[src/tufmg_ram.sv]
// generic single-write, single-read RAM with registered read data
// no dependencies
`timescale 1ns / 1ps

module tufmg_ram #(
  parameter int WIDTH = 8,
  parameter int DEPTH = 16
) (
  input  logic                     clk,
  input  logic                     we,
  input  logic [$clog2(DEPTH)-1:0] waddr,
  input  logic [WIDTH-1:0]         wdata,
  input  logic [$clog2(DEPTH)-1:0] raddr,
  output logic [WIDTH-1:0]         rdata
);

  logic [WIDTH-1:0] mem [DEPTH];

  // write port
  always_ff @(posedge clk) begin
    if (we) begin
      mem[waddr] <= wdata;
    end
  end

  // registered read port
  always_ff @(posedge clk) begin
    rdata <= mem[raddr];
  end

endmodule

[config.mk]
export PLATFORM = sky130hd
export DESIGN_NAME = tufmg_ram
export DESIGN_NICKNAME = d
export VERILOG_FILES = /design/src/tufmg_ram.sv
export SDC_FILE = /design/constraint.sdc
export NUM_CORES = 1
export LEC_CHECK = 0
export BUFFER_PORTS_ARGS = -buffer_cell sky130_fd_sc_hd__buf_4
export CORE_MARGIN = 1.5
export CORE_UTILIZATION = 50
export CTS_BUF_LIST = sky130_fd_sc_hd__clkbuf_4
export CTS_CLUSTER_SIZE = 12
export DETAILED_ROUTE_END_ITERATION = 8
export PLACE_DENSITY = 0.67
export SLEW_MARGIN = 20
export SYNTH_ARGS = -nofsm -noshare
export SYNTH_HDL_FRONTEND = slang
export SYNTH_SLANG_ARGS = --single-unit
[constraint.sdc]
create_clock -name clk -period 2.5 [get_ports clk]
set_input_delay 0.375 -clock clk [delete_from_list [all_inputs] [get_ports clk]]
set_output_delay 0.375 -clock clk [all_outputs]
set_load 0.05 [all_outputs]
==> metrics.md <==
| Metric | Value |
|---|---|
| Num ports | `26` |
| Leakage | `2.00 nW` |
| Worst slew margin | `0.523` |
| Gate power share | `0.066` |
| Top post-synthesis cells by area | `edfxtp_1, mux4_2, mux4_1` |
| Global-route wire length before repair | `14.7 mm` |
| DRT iter0 DRCs | `166` |
| Post-layout net count | `300` |
| Clock sinks | `136` |
| ANT nets after route | `0` |
| WP data arrival | `1090 ps` |
| Max incr delay on CP | `370 ps` |
| Final non-filler cell total | `428` |
| R2R Setup Slk | `1140 ps` |
| Syn_area_per_cell | `22.5 sq um` |
| Worst Path Required | `2120 ps` |
| Setup TNS | `0 ps` |
| Clock period minus worst slack | `1460 ps` |
| DR vias/cell | `5.67` |
| VDD IR max | `306 uV` |
| Drt total wl | `9.44 mm` |
| Net Sw Frac | `0.208` |
| PD cells | `758 nW/um^2` |
| Routability cong. | `0.746` |
| MaxCap Viol Count | `0` |
| WS Path Type | `flip-flop to output port` |
| Share of cells above drive strength 1 | `0.312` |
| Beginning of the worst hold path | `wdata[4]` |
| Synth Net Count | `247` |
| H-tree levels | `4` |
| Synth Cell Area | `5150 sq um` |
| Critical path peak fanout | `1` |
| ANT cells | `0` |
| Clk_lat worst skew | `520 ps` |
| Register area share after synthesis | `0.778` |
| Gr usage total | `0.192` |
| Placed inst area | `5570 sq um` |
| Clock slew at reported path FFs | `120 ps` |
| Fin Clk Skew | `20.0 ps` |
| Clock power frac | `0.362` |
| Slew Limit Fails | `0` |
| Flop pwr share | `0.572` |
| Die Height | `104 microns` |
| Design area | `5910 sq um` |
| Vias in the first global route | `2596` |
| # setup viols final | `0` |
| Crit share post-route | `0.585` |
| Top delay family on crit path | `flip-flops` |
| Initial Utilization | `0.522` |
| Post-cts sizing count | `0` |
| Gr ovfl total | `0` |
| RR Startpoint | `mem[11][3]` |
| Slew at the pin closest to its max-slew limit | `714 ps` |
| Final hold vios | `0` |
| Area leader, netlist | `edfxtp_1` |
| Yosys reg bits | `136` |
| Row count | `36` |
| Area share of the leading cell type in the synthesized netlist | `0.747` |
| Max Buffers Root-to-Sink | `2` |
| Port buffer count | `25` |
| Critical-path cell list | `buf_4` |
| Post-CTS setup buffer count | `0` |
| Achievable Freq | `0.684 GHz` |
| Worst hold margin | `153 ps` |
| Mapped Cells | `229` |
| Remaining DRCs | `0` |
| Placed cells | `396` |
| Critical path's slowest cell | `dfxtp_1` |
| Die area | `10900 sq um` |
| CTS root buf | `clkbuf_4` |
| CP Launch Point | `rdata[0]` |
| Synth-to-layout area growth | `14.7%` |
| TritonRoute pass-1 iters | `4` |
| Hold-fix buffers at CTS | `0` |
| Power Total | `4.48 mW` |
| HP Class | `primary input to flip-flop` |
| Average routed wire per standard cell | `22.0 microns` |
| RSZ-0062 raised after global routing | `no` |
| Status | `completed` |
| Antenna violations before repair | `0` |
| Synth unique cells | `19` |
| Die X | `104 microns` |
| CP startpoint kind | `flip-flop` |
| Synth warn | `0` |
| Detailed-route via count | `2425` |
| Int Pwr | `3.54 mW` |
| Placeable Area | `9860 sq um` |
| Hpwl dp | `5.92 mm` |
| Cts bufs inserted | `17` |
| CP endpoint kind | `output port` |
| Largest net degree at the start of global routing | `33` |
| CTS tree | `yes` |
| Sw power | `933 uW` |
| WP buf/inv | `1` |
==> placed cells by master (no fill, tap or decap) <==
master     count
nand3_1        1
nor2b_1        1
clkinv_2       4
nand2b_1       2
nand3b_1       2
nor3_1         4
clkinv_1       3
dfxtp_1        8
buf_4         43
edfxtp_1     128
or3b_2         1
clkbuf_4      17
buf_12         1
mux4_2        18
nand2_1        9
a22oi_1       16
and2b_1        1
and2_1         1
clkinv_4       3
bufinv_16      5
mux4_1        14
nor2_1        13
==> worst paths after layout <==
path,cells past startpoint,endpoint
worst max register to register,3,rdata[3]
worst max-delay path,1,rdata[0]
worst min-delay path,1,mem[14][4]
worst min register to register,3,rdata[2]
==> cell type report <==
class	instances	area, sq um
Sequential cell	136	4000
Fill cell	697	3960
Multi-Input combinational cell	83	1060
Timing Repair Buffer	44	343
Clock inverter	15	208
Tap cell	133	166
Clock buffer	17	128
==> logic make-up after synthesis <==
family                 synth area share
AOI/OAI and AO/OA                0.0233
and+or+nand+nor                  0.0318
buffers and inverters            0.0168
muxes                             0.150
DFF                               0.778
==> synth_stat cells <==
| cell | instances |
|---|---|
| and2_1 | 1 |
| nand3b_1 | 2 |
| nor3_1 | 4 |
| buf_4 | 1 |
| dfxtp_1 | 8 |
| or3b_2 | 1 |
| buf_2 | 3 |
| nor2b_1 | 1 |
| nand2_1 | 9 |
| mux4_2 | 18 |
| mux4_1 | 14 |
| clkdlybuf4s25_2 | 3 |
| buf_6 | 3 |
| edfxtp_1 | 128 |
| nor2_1 | 13 |
| nand3_1 | 1 |
| nand2b_1 | 2 |
| a22oi_1 | 16 |
| and2b_1 | 1 |
==> stage by stage <==
step	worst slack, ps	utilization
2_1_floorplan	632	-
3_3_place_gp	595	0.565
3_5_place_dp	587	0.565
4_1_cts	961	0.599
5_1_grt	949	0.599
6_report	1040	0.599
==> flip-flops by register name, summed over array words and instances (netlist names) <==
name and flops:
mem 128, rdata 8
==> power by group through the flow <==
stage                     combinational [mW]  clock, mW  sequential [mW]
after global placement                 0.295          0             2.61
final                                  0.296       1.62             2.56
after global routing                   0.317       1.75             2.57
after floorplan                        0.129          0             2.66
after CTS                              0.302       1.65             2.56
after detailed placement               0.301          0             2.61
==> metal layers <==
metal / global-route usage / wire, microns
met1: 0.250 / 4000
met2: 0.314 / 4840
met3: 0.0514 / 469
met4: 0.0655 / 122
met5: 0 / 0
Note: power is estimated with default switching activity, not from simulation.
