--- config.mk ---
export PLATFORM = sky130hd
export DESIGN_NAME = tufmg_ctrl_flat
export DESIGN_NICKNAME = d
export VERILOG_FILES = /design/src/tufmg_pkg.sv /design/src/tufmg_if.sv /design/src/tufmg_ctrl.sv /design/src/flat_wrapper.sv
export SDC_FILE = /design/constraint.sdc
export NUM_CORES = 1
export LEC_CHECK = 0
export ABC_AREA = 0
export BUFFER_PORTS_ARGS = -buffer_cell sky130_fd_sc_hd__buf_2
export CAP_MARGIN = 20
export CORE_AREA = 2 2 161 163
export CTS_CLUSTER_DIAMETER = 150
export DETAILED_ROUTE_END_ITERATION = 6
export DIE_AREA = 0 0 163 165
export PLACE_DENSITY = 0.67
export SKIP_CTS_REPAIR_TIMING = 1
export SLEW_MARGIN = 20
export SYNTH_ARGS = -nofsm -noshare
export SYNTH_HDL_FRONTEND = slang
export SYNTH_SLANG_ARGS = --single-unit
--- constraint.sdc ---
create_clock -name clk -period 16.4 [get_ports clk]
set_input_delay 4.92 -clock clk [delete_from_list [all_inputs] [get_ports clk]]
set_output_delay 4.92 -clock clk [all_outputs]
set_load 0.02 [all_outputs]
--- src/tufmg_pkg.sv ---
// shared constants, codes and memory request types for the union-find block
// no dependencies
`timescale 1ns / 1ps

package tufmg_pkg;

  // sizes of the node and tag stores
  localparam int MAX_NODES = 1024;
  localparam int MAX_TAGS  = 1024;
  localparam int NODE_W    = $clog2(MAX_NODES);
  localparam int TAG_W     = $clog2(MAX_TAGS);
  localparam int FILL_W    = $clog2(MAX_TAGS + 1);

  // field and register widths
  localparam int OP_W      = 2;
  localparam int IN_NODE_W = 10;
  localparam int WEIGHT_W  = 53;
  localparam int THR_W     = 62;
  localparam int NCNT_W    = 11;
  localparam int CNT_W     = 11;
  localparam int RANK_W    = 4;
  localparam int CFG_IDX_W = 1;

  localparam int RANK_MAX  = 15;
  localparam int COUNT_MAX = 2047;
  // tag distance is scaled by four before the threshold compare
  localparam int TAG_SHIFT = 2;

  // operation codes
  localparam logic [OP_W-1:0] OP_EDGE = 2'd0;
  localparam logic [OP_W-1:0] OP_TAG  = 2'd1;
  localparam logic [OP_W-1:0] OP_EVAL = 2'd2;

  // configuration register indexes
  localparam logic [CFG_IDX_W-1:0] CFG_THRESHOLD  = 1'd0;
  localparam logic [CFG_IDX_W-1:0] CFG_NODE_COUNT = 1'd1;

  // write and read controls from the sequencer to the stores
  typedef struct packed {
    logic                parent_we;
    logic [NODE_W-1:0]   parent_waddr;
    logic [NODE_W-1:0]   parent_wdata;
    logic                rank_we;
    logic [NODE_W-1:0]   rank_waddr;
    logic [RANK_W-1:0]   rank_wdata;
    logic [NODE_W-1:0]   node_raddr;
    logic                tag_we;
    logic [TAG_W-1:0]    tag_waddr;
    logic [NODE_W-1:0]   tag_wdata;
    logic [TAG_W-1:0]    tag_raddr;
    logic                tally_we;
    logic [NODE_W-1:0]   tally_waddr;
    logic [FILL_W-1:0]   tally_wdata;
    logic [NODE_W-1:0]   tally_raddr;
  } mem_req_t;

  // registered read data from the stores
  typedef struct packed {
    logic [NODE_W-1:0]   parent_rdata;
    logic [RANK_W-1:0]   rank_rdata;
    logic [NODE_W-1:0]   tag_rdata;
    logic [FILL_W-1:0]   tally_rdata;
  } mem_rsp_t;

endpackage

--- src/tufmg_if.sv ---
// valid/ready channel interfaces: input request, result, configuration write
// depends on tufmg_pkg
`timescale 1ns / 1ps

interface tufmg_in_if;
  logic                               valid;
  logic                               ready;
  logic [tufmg_pkg::OP_W-1:0]         operation;
  logic [tufmg_pkg::IN_NODE_W-1:0]    first_node;
  logic [tufmg_pkg::IN_NODE_W-1:0]    second_node;
  logic [tufmg_pkg::WEIGHT_W-1:0]     weight;

  modport source (output valid, operation, first_node, second_node, weight, input ready);
  modport sink (input valid, operation, first_node, second_node, weight, output ready);
endinterface


--- src/tufmg_ctrl.sv ---
// sequencer: root walks, union by rank, tag list, tally pass and clearing sweep
// depends on tufmg_pkg and tufmg_if
`timescale 1ns / 1ps

module tufmg_ctrl (
  input  logic                          clk,
  input  logic                          rst,
  tufmg_in_if.sink                      in_ch,
  input  logic [tufmg_pkg::THR_W-1:0]   threshold,
  input  logic [tufmg_pkg::NCNT_W-1:0]  node_count,
  input  logic                          out_free,
  output logic                          res_load,
  output logic [tufmg_pkg::CNT_W-1:0]   res_count,
  output tufmg_pkg::mem_req_t           mem_req,
  input  tufmg_pkg::mem_rsp_t           mem_rsp
);

  localparam logic [3:0] S_CLEAR  = 4'd0;
  localparam logic [3:0] S_IDLE   = 4'd1;
  localparam logic [3:0] S_DECODE = 4'd2;
  localparam logic [3:0] S_FIND_A = 4'd3;
  localparam logic [3:0] S_FIND_B = 4'd4;
  localparam logic [3:0] S_TAG_RD = 4'd5;
  localparam logic [3:0] S_TAG_WT = 4'd6;
  localparam logic [3:0] S_FIND_T = 4'd7;
  localparam logic [3:0] S_TALLY  = 4'd8;
  localparam logic [3:0] S_RESULT = 4'd9;

  localparam logic [tufmg_pkg::NODE_W-1:0] LAST_NODE =
    tufmg_pkg::NODE_W'(tufmg_pkg::MAX_NODES - 1);

  logic [3:0]                        state, state_next;
  logic [tufmg_pkg::OP_W-1:0]        op, op_next;
  logic [tufmg_pkg::IN_NODE_W-1:0]   a_node, a_node_next;
  logic [tufmg_pkg::IN_NODE_W-1:0]   b_node, b_node_next;
  logic [tufmg_pkg::WEIGHT_W-1:0]    weight, weight_next;
  logic [tufmg_pkg::NODE_W-1:0]      cur, cur_next;
  logic [tufmg_pkg::NODE_W-1:0]      root_a, root_a_next;
  logic [tufmg_pkg::RANK_W-1:0]      rank_a, rank_a_next;
  logic [tufmg_pkg::FILL_W-1:0]      fill, fill_next;
  logic [tufmg_pkg::FILL_W-1:0]      tag_idx, tag_idx_next;
  logic [tufmg_pkg::NODE_W-1:0]      clr_idx, clr_idx_next;
  logic [tufmg_pkg::FILL_W-1:0]      best, best_next;

  logic [tufmg_pkg::NCNT_W-1:0]      n_eff;
  logic [tufmg_pkg::THR_W-1:0]       weight_ext;
  logic [tufmg_pkg::THR_W-1:0]       tag_dist;
  logic                              a_in_range;
  logic                              b_in_range;
  logic                              edge_keep;
  logic                              tag_keep;
  logic                              at_root;
  logic [tufmg_pkg::FILL_W-1:0]      tally_inc;
  logic [tufmg_pkg::FILL_W-1:0]      tag_idx_inc;

  // effective node count and threshold tests on the latched request
  always_comb begin
    if (node_count == '0) begin
      n_eff = tufmg_pkg::NCNT_W'(1);
    end else if (node_count > tufmg_pkg::NCNT_W'(tufmg_pkg::MAX_NODES)) begin
      n_eff = tufmg_pkg::NCNT_W'(tufmg_pkg::MAX_NODES);
    end else begin
      n_eff = node_count;
    end
  end

  assign weight_ext  = tufmg_pkg::THR_W'(weight);
  assign tag_dist    = weight_ext << tufmg_pkg::TAG_SHIFT;
  assign a_in_range  = tufmg_pkg::NCNT_W'(a_node) < n_eff;
  assign b_in_range  = tufmg_pkg::NCNT_W'(b_node) < n_eff;
  assign edge_keep   = (weight_ext <= threshold) && a_in_range && b_in_range;
  assign tag_keep    = (tag_dist <= threshold) && a_in_range &&
                       (fill < tufmg_pkg::FILL_W'(tufmg_pkg::MAX_TAGS));
  assign at_root     = mem_rsp.parent_rdata == cur;
  assign tally_inc   = mem_rsp.tally_rdata + tufmg_pkg::FILL_W'(1);
  assign tag_idx_inc = tag_idx + tufmg_pkg::FILL_W'(1);

  assign in_ch.ready = state == S_IDLE;
  assign res_load    = (state == S_RESULT) && out_free;
  assign res_count   = (best > tufmg_pkg::FILL_W'(tufmg_pkg::COUNT_MAX)) ?
                       tufmg_pkg::CNT_W'(tufmg_pkg::COUNT_MAX) :
                       tufmg_pkg::CNT_W'(best);

  // sequencer and store controls
  always_comb begin
    state_next   = state;
    op_next      = op;
    a_node_next  = a_node;
    b_node_next  = b_node;
    weight_next  = weight;
    cur_next     = cur;
    root_a_next  = root_a;
    rank_a_next  = rank_a;
    fill_next    = fill;
    tag_idx_next = tag_idx;
    clr_idx_next = clr_idx;
    best_next    = best;

    mem_req              = '0;
    mem_req.node_raddr   = cur;
    mem_req.tag_raddr    = tag_idx[tufmg_pkg::TAG_W-1:0];
    mem_req.tally_raddr  = cur;
    mem_req.tag_waddr    = fill[tufmg_pkg::TAG_W-1:0];
    mem_req.tag_wdata    = tufmg_pkg::NODE_W'(a_node);

    case (state)
      S_CLEAR: begin
        // restore every node to a singleton with zero rank and tally
        mem_req.parent_we    = 1'b1;
        mem_req.parent_waddr = clr_idx;
        mem_req.parent_wdata = clr_idx;
        mem_req.rank_we      = 1'b1;
        mem_req.rank_waddr   = clr_idx;
        mem_req.rank_wdata   = '0;
        mem_req.tally_we     = 1'b1;
        mem_req.tally_waddr  = clr_idx;
        mem_req.tally_wdata  = '0;
        fill_next            = '0;
        clr_idx_next         = clr_idx + tufmg_pkg::NODE_W'(1);
        if (clr_idx == LAST_NODE) begin
          state_next = S_IDLE;
        end
      end
      S_IDLE: begin
        if (in_ch.valid) begin
          op_next     = in_ch.operation;
          a_node_next = in_ch.first_node;
          b_node_next = in_ch.second_node;
          weight_next = in_ch.weight;
          state_next  = S_DECODE;
        end
      end
      S_DECODE: begin
        case (op)
          tufmg_pkg::OP_EDGE: begin
            if (edge_keep) begin
              mem_req.node_raddr = tufmg_pkg::NODE_W'(a_node);
              cur_next           = tufmg_pkg::NODE_W'(a_node);
              state_next         = S_FIND_A;
            end else begin
              state_next = S_IDLE;
            end
          end
          tufmg_pkg::OP_TAG: begin
            if (tag_keep) begin
              mem_req.tag_we = 1'b1;
              fill_next      = fill + tufmg_pkg::FILL_W'(1);
            end
            state_next = S_IDLE;
          end
          tufmg_pkg::OP_EVAL: begin
            best_next    = '0;
            tag_idx_next = '0;
            state_next   = (fill == '0) ? S_RESULT : S_TAG_RD;
          end
          default: begin
            state_next = S_IDLE;
          end
        endcase
      end
      S_FIND_A: begin
        // one parent hop per cycle; on the root, start the second walk
        if (at_root) begin
          root_a_next        = cur;
          rank_a_next        = mem_rsp.rank_rdata;
          mem_req.node_raddr = tufmg_pkg::NODE_W'(b_node);
          cur_next           = tufmg_pkg::NODE_W'(b_node);
          state_next         = S_FIND_B;
        end else begin
          mem_req.node_raddr = mem_rsp.parent_rdata;
          cur_next           = mem_rsp.parent_rdata;
        end
      end
      S_FIND_B: begin
        if (at_root) begin
          // union by rank of the two roots
          if (root_a != cur) begin
            if (rank_a < mem_rsp.rank_rdata) begin
              mem_req.parent_we    = 1'b1;
              mem_req.parent_waddr = root_a;
              mem_req.parent_wdata = cur;
            end else begin
              mem_req.parent_we    = 1'b1;
              mem_req.parent_waddr = cur;
              mem_req.parent_wdata = root_a;
              if ((rank_a == mem_rsp.rank_rdata) &&
                  (rank_a < tufmg_pkg::RANK_W'(tufmg_pkg::RANK_MAX))) begin
                mem_req.rank_we    = 1'b1;
                mem_req.rank_waddr = root_a;
                mem_req.rank_wdata = rank_a + tufmg_pkg::RANK_W'(1);
              end
            end
          end
          state_next = S_IDLE;
        end else begin
          mem_req.node_raddr = mem_rsp.parent_rdata;
          cur_next           = mem_rsp.parent_rdata;
        end
      end
      S_TAG_RD: begin
        state_next = S_TAG_WT;
      end
      S_TAG_WT: begin
        mem_req.node_raddr = mem_rsp.tag_rdata;
        cur_next           = mem_rsp.tag_rdata;
        state_next         = S_FIND_T;
      end
      S_FIND_T: begin
        // tally read goes out at the root address when the walk ends
        if (at_root) begin
          state_next = S_TALLY;
        end else begin
          mem_req.node_raddr = mem_rsp.parent_rdata;
          cur_next           = mem_rsp.parent_rdata;
        end
      end
      S_TALLY: begin
        mem_req.tally_we    = 1'b1;
        mem_req.tally_waddr = cur;
        mem_req.tally_wdata = tally_inc;
        if (tally_inc > best) begin
          best_next = tally_inc;
        end
        tag_idx_next = tag_idx_inc;
        state_next   = (tag_idx_inc == fill) ? S_RESULT : S_TAG_RD;
      end
      S_RESULT: begin
        if (out_free) begin
          clr_idx_next = '0;
          state_next   = S_CLEAR;
        end
      end
      default: begin
        state_next = S_IDLE;
      end
    endcase
  end

  // control state
  always_ff @(posedge clk) begin
    if (rst) begin
      state   <= S_CLEAR;
      fill    <= '0;
      clr_idx <= '0;
    end else begin
      state   <= state_next;
      fill    <= fill_next;
      clr_idx <= clr_idx_next;
    end
  end

  // working registers
  always_ff @(posedge clk) begin
    op      <= op_next;
    a_node  <= a_node_next;
    b_node  <= b_node_next;
    weight  <= weight_next;
    cur     <= cur_next;
    root_a  <= root_a_next;
    rank_a  <= rank_a_next;
    tag_idx <= tag_idx_next;
    best    <= best_next;
  end

endmodule

--- src/flat_wrapper.sv ---
// flat-port wrapper written by rule: the top's interface ports become plain ports
module tufmg_ctrl_flat 
  (clk, rst, threshold, node_count, out_free, res_load, res_count, mem_req, mem_rsp, in_ch_valid, in_ch_operation, in_ch_first_node, in_ch_second_node, in_ch_weight, in_ch_ready);
  tufmg_in_if in_ch_i ();
  input  logic clk;
  input  logic rst;
  input  logic [tufmg_pkg::THR_W-1:0] threshold;
  input  logic [tufmg_pkg::NCNT_W-1:0] node_count;
  input  logic out_free;
  output logic res_load;
  output logic [tufmg_pkg::CNT_W-1:0] res_count;
  output tufmg_pkg::mem_req_t mem_req;
  input  tufmg_pkg::mem_rsp_t mem_rsp;
  input wire logic [$bits(in_ch_i.valid)-1:0] in_ch_valid;
  input wire logic [$bits(in_ch_i.operation)-1:0] in_ch_operation;
  input wire logic [$bits(in_ch_i.first_node)-1:0] in_ch_first_node;
  input wire logic [$bits(in_ch_i.second_node)-1:0] in_ch_second_node;
  input wire logic [$bits(in_ch_i.weight)-1:0] in_ch_weight;
  output wire logic [$bits(in_ch_i.ready)-1:0] in_ch_ready;
  assign in_ch_i.valid = in_ch_valid;
  assign in_ch_i.operation = in_ch_operation;
  assign in_ch_i.first_node = in_ch_first_node;
  assign in_ch_i.second_node = in_ch_second_node;
  assign in_ch_i.weight = in_ch_weight;
  assign in_ch_ready = in_ch_i.ready;
  tufmg_ctrl u_core (.clk(clk), .rst(rst), .in_ch(in_ch_i), .threshold(threshold), .node_count(node_count), .out_free(out_free), .res_load(res_load), .res_count(res_count), .mem_req(mem_req), .mem_rsp(mem_rsp));
endmodule
==> summary.txt, run 1 <==
Logic synthesis
  – Post-synth top cells: ha_1 (145), edfxtp_1 (111), nand2_1 (91), inv_1 (90), a21oi_1 (74)
  – Distinct cells, synth: 72
  – EDFF count, synth: 111
  – Number of synthesized register bits: 146
  – Top post-synthesis cells by area: edfxtp_1 (31%), ha_1 (17%), dfxtp_1 (6.5%)
  – Mapped Cells: 1121
  – Ys Warns: 0
  – Post-synthesis net count: 1453
  – Main synth FF type: edfxtp_1
  – Count leader, synth: ha_1
  – Synthesized area per cell: 9.546 um2
  – Yosys top cell by area: edfxtp_1
  – Seq/Total Area, Yosys: 0.3769
  – Synthesized area: 10700 um2
  – Async SR Flop Fraction: 0
  – Top cell type's share of synthesized area: 0.3115

Timing
  – Hold WS: 535.0 ps
  – Final setup TNS: 0 ps
  – Clock skew: 13.29 ps
  – Max Transition Viols Final: 0
  – RSZ-0062 raised after global routing: false
  – F_max: 0.07324 GHz
  – Final setup fails: 0
  – Final min period: 13650 ps
  – Tightest Pin Transition: 1026 ps
  – Final period utilization: 0.8326
  – Max transition margin: 0.3160
  – Final hold viol count: 0

Global route
  – Largest net degree at the start of global routing: 76
  – Total Routing Usage GR: 0.2295
  – Initial antenna violation count: 7
  – Grt total ovfl: 0
  – Vias in the first global route: 9307
  – First-pass GRT wire length: 48.28 mm

Min path
  – Hold Path End: u_core.clr_idx[1]
  – Hold Crit Start: u_core.clr_idx[1]
  – Class of the worst hold path: reg2reg
  – Hold Path Depth: 2

Worst setup path
  – Required @ worst endpoint: 11480 ps
  – Worst Path Arrival: 8730 ps
  – Capturing point of the worst reg2reg path: u_core.best[2]
  – Crit Path Max Fanout: 20
  – Crit path kind: in2out
  – Critical path startpoint: node_count[5]
  – Crit. End Element: output pin
  – Worst reg2reg startpoint: u_core.state[1]
  – R2R depth: 5
  – R2R setup slack: 12770 ps
  – Startpoint Class: input pin

Run status
  – Outcome: finished, final reports clean

Clock tree
  – Clock-pin slew on the worst setup and hold paths: 60 ps
  – Clock latency on the worst-skew pair: 420 ps
  – Clock buffer count from CTS: 17
  – Root Buffer: clkbuf_16
  – CTS sink count: 146
  – CTS tree: yes
  – # H-tree levels: 4
  – CTS Buffer Depth: 2

Placed design
  – RePlAce Congestion: 0.9102
  – Detailed placer's ending HPWL: 24.86 mm
  – Port Buffers: 308

Run
  – Max Cap Viol: 0

Power
  – Peak supply drop: 0.06165 mV
  – Leakage power: 6.132 nW
  – PwrDens: 97.02 nW/um2

Die
  – Die Area: 26900 um2
  – Chip Width: 163 um
  – Starting Density: 0.4274
  – Core area: 25040 um2
  – Die H: 165 um
  – Rows: 58
  – IO Pins: 309

Drt
  – DRC: 0
  – Final wirelength: 31.22 mm
  – Router iterations before antenna repair: 6
  – Initial DRC Count: 656
  – Avg Vias per Cell: 5.420
  – Avg WL per Cell: 17.95 um
  – Final ANT Viol Nets: 0
  – Vias: 9426

Layout
  – P&R area growth vs syn: 21.79%
  – Fraction of layout cells with a size suffix above 1: 0.2600
  – Final net count: 1723
placed cells by master (no fill, tap or decap), types with 4 or more instances in the layout:
cell and n:
a211oi_1 9, a21o_1 22, a21oi_1 72, a22oi_1 17
and2_1 21, and3_1 19, buf_2 308, buf_4 6
clkbuf_16 17, dfxtp_1 35, diode_2 5, edfxtp_1 111
ha_1 145, inv_1 90, inv_6 4, mux2i_1 22
nand2_1 91, nand2b_1 18, nand3_1 33, nand4_1 30
nor2_1 44, nor2b_1 5, nor3_1 22, nor4_1 16
o211a_1 7, o211ai_1 7, o21a_1 10, o21ai_0 43
o21ai_1 18, o21bai_1 4, o31ai_1 15, or3_1 7
xnor2_1 36, xor2_1 26
cells by family after synthesis:
group / share of synthesized area
adder cells (fa/ha/maj): 0.1695
XOR/XNOR: 0.05074
flip-flops: 0.3769
buffers and inverters: 0.06173
multiplexers: 0.02268
AND/OR/NAND/NOR: 0.1647
AO/OA/AOI/OAI: 0.1536
registers in the layout, indices dropped and copies added, names as in the netlist:
| signal | cells |
|---|---|
| u_core.a_node | 10 |
| u_core.b_node | 10 |
| u_core.best | 11 |
| u_core.clr_idx | 10 |
| u_core.cur | 10 |
| u_core.fill | 11 |
| u_core.op | 2 |
| u_core.rank_a | 4 |
| u_core.root_a | 10 |
| u_core.state | 4 |
| u_core.tag_idx | 11 |
| u_core.weight | 53 |
worst max-delay path by stage:
stage                   to  cells past startpoint
2_1_floorplan  mem_req[71]                     13
3_3_place_gp   mem_req[71]                     14
3_5_place_dp   mem_req[69]                     14
4_1_cts        mem_req[69]                     14
5_1_grt        mem_req[72]                     14
6_report       mem_req[69]                     14
area by class of cell:
| class | count | area (um2) |
|---|---|---|
| inverter | 91 | 341.6 |
| fill | 2353 | 12000 |
| tap | 330 | 412.9 |
| timing repair buffer | 314 | 1587 |
| multi-input combinational | 821 | 6041 |
| sequential | 146 | 4034 |
| clock buffer | 18 | 429.2 |
| antenna | 5 | 12.51 |
| clock inverter | 14 | 176.4 |
per-layer routing:
layer | vias up | global-route usage | wire length (um)
met1 | 4371 | 0.2910 | 13500
met2 | 364 | 0.3931 | 15040
li1 | 4649 | - | -
met4 | 6 | 0.05551 | 352
met3 | 36 | 0.05751 | 2288
met5 | - | 0 | 41
report_power, final:
group          switching (W)  internal, W  leakage (nW)
clock               0.000171     0.000242         0.299
combinational       0.000222     0.000134          4.54
sequential         0.0000553     0.000440          1.29
total               0.000448     0.000816          6.13
critical path, stage by stage:
cell and delay [ps]:
buf_2 100, nor4_1 270, nand3_1 130, o21ai_0 360, nand2_1 180, ha_1 330, a21o_1 180, a211oi_1 250
o21a_1 150, nor3_1 80, nand4bb_1 810, o31ai_1 570, a22oi_1 190, buf_2 190
stage by stage:
stage	std cells	util	total power [W]	setup WS, ps	cell area [um2]
2_1_floorplan	1121	-	0.0007162	3846	10700
3_3_place_gp	1702	0.4954	0.0008490	3088	12400
3_5_place_dp	1702	0.4954	0.0008554	2874	12400
4_1_cts	1734	0.5196	0.001271	2866	13010
5_1_grt	1735	0.5202	0.001331	2368	13020
6_report	1739	0.5206	0.001265	2746	13030
No activity file was read; power rests on OpenSTA's default activity.
==> run 2, diff against run 1 <==
clock period = 13.27 ns   (was 16.4 ns; I/O delays follow)
==> summary.txt, run 2 (synthesis results as in run 1) <==
Global route
  – Vias in the first global route: 9131
  – Largest net degree at the start of global routing: 76
  – Initial antenna violation count: 5
  – Total Routing Usage GR: 0.2243
  – First-pass GRT wire length: 47.01 mm
  – Grt total ovfl: 0

Layout
  – Most common cell after layout, fill and taps aside: buf_2
  – Largest register FFs: 53
  – Fraction of layout cells with a size suffix above 1: 0.2614
  – Reg with most FFs: u_core.weight
  – Final net count: 1723
  – Post-route cell area: 13000 um2
  – P&R area growth vs syn: 21.48%
  – Register area: 4034 um2
  – Area taken by multi-input logic gates: 6041 um2
  – # fillers: 2372
  – Most frequent cells in the layout: buf_2 (308), ha_1 (145), edfxtp_1 (111)

Worst setup path
  – Startpoint Class: input pin
  – Slowest-stage cell, CP: nand4bb_1
  – Required @ worst endpoint: 9290 ps
  – Crit path cell chain: buf_2 > nor4_1 > nand3_1 > o21ai_0 > nand2_1 > ha_1 > a21o_1 > a211oi_1 > o21a_1 > nor3_1 > nand4bb_1 > nor3_1 > a2bb2oi_1 > buf_2
  – Crit path kind: in2out
  – CP peak stage delay: 810 ps
  – Buf/Inv on CP: 2
  – Crit. End Element: output pin
  – Worst Path Arrival: 7850 ps
  – CP top delay family: simple AND/OR/NAND/NOR gates
  – Crit Path Max Fanout: 20

Drt
  – Router iterations before antenna repair: 7
  – Avg Vias per Cell: 5.432
  – Final ANT Viol Nets: 0
  – Final wirelength: 30.78 mm
  – Avg WL per Cell: 17.67 um
  – Vias: 9462
  – Initial DRC Count: 725
  – DRC: 0

Clock tree
  – CTS tree: yes
  – CTS sink count: 146
  – Root Buffer: clkbuf_16
  – CTS Buffer Depth: 2
  – Clock latency on the worst-skew pair: 430 ps
  – # H-tree levels: 4
  – Clock buffer count from CTS: 17
  – Clock-pin slew on the worst setup and hold paths: 70 ps

Die
  – Core area: 25040 um2
  – Rows: 58
  – Starting Density: 0.4274
  – Die Area: 26900 um2
  – Die H: 165 um
  – IO Pins: 309
  – Chip Width: 163 um

Run status
  – Outcome: finished, final reports clean

Placed design
  – Area after DPL: 12400 um2
  – Detailed placer's ending HPWL: 24.76 mm
  – Port Buffers: 308
  – RePlAce Congestion: 0.9105

Timing
  – Hold WS: 514.6 ps
  – Final setup fails: 0
  – Final hold viol count: 0
  – RSZ-0062 raised after global routing: false
  – Final period utilization: 0.8913
  – Final setup TNS: 0 ps
  – Max Transition Viols Final: 0
  – Tightest Pin Transition: 1004 ps
  – Max transition margin: 0.3307
  – Final min period: 11830 ps
  – Clock skew: 12.17 ps
  – F_max: 0.08455 GHz

Power
  – Peak supply drop: 0.07735 mV
  – Leakage power: 6.104 nW
  – Total power: 0.001523 W
  – PwrDens: 117.2 nW/um2

Min path
  – Class of the worst hold path: reg2reg

Run
  – Max Cap Viol: 0
[run 2: cell count changes in the layout (fill, tap and decap cells not counted), sizes merged]
cell / before / now
bufinv: 3 / 0
inv: 96 / 100
diode: 5 / 8
clkinvlp: 0 / 3
clkbuf: 18 / 17
clkinv: 6 / 3
[run 2: metal layers]
layer  track usage  wire (um)  up-vias  part of all wire
met3       0.05349       2378       38             0.077
met1        0.2858      13180     4414              0.43
met2        0.3821      14740      360              0.48
met5             0         27        -           0.00088
met4       0.05953        459        4             0.015
li1              -          -     4646                 -
[run 2: area by class of cell]
cell class                      instances  area share
Antenna cell                            8    0.001540
Clock buffer                           17     0.03272
Inverter                               91     0.02628
Clock inverter                         15     0.01068
Tap cell                              330     0.03176
Timing Repair Buffer                  314      0.1220
Multi-Input combinational cell        821      0.4647
Sequential cell                       146      0.3103
[run 2: worst paths after layout]
kind | startpoint | slack [ps] | depth (start not counted) | to
worst min-delay path | u_core.clr_idx[1] | 510 | 2 | u_core.clr_idx[1]
worst max register to register | u_core.state[1] | 9710 | 5 | u_core.best[2]
worst min register to register | u_core.clr_idx[1] | 510 | 2 | u_core.clr_idx[1]
worst max-delay path | node_count[5] | 1440 | 14 | mem_req[71]
[run 2: worst reg2reg max path, cell delays in order, from the launching register on]
cell and delay [ps]:
dfxtp_1 430, or2_1 350, nor2_1 640, nand2_1 750, o31a_1 510, a21oi_2 500
[run 2: per-stage QoR]
stage	util	worst slack (ps)	std cells
finish	0.5192	1443	1742
global route	0.5185	1152	1735
CTS	0.5179	1603	1734
detailed placement	0.4954	1627	1702
global placement	0.4954	1836	1702
floorplan	-	2594	1121
[run 2: power breakdown]
part | total [W] | leakage [nW] | internal [W] | switching (W)
Combinational | 0.000438 | 4.54 | 0.000165 | 0.000273
Clock | 0.000474 | 0.270 | 0.000248 | 0.000225
Sequential | 0.000611 | 1.29 | 0.000544 | 0.0000673
Total | 0.00152 | 6.10 | 0.000957 | 0.000566
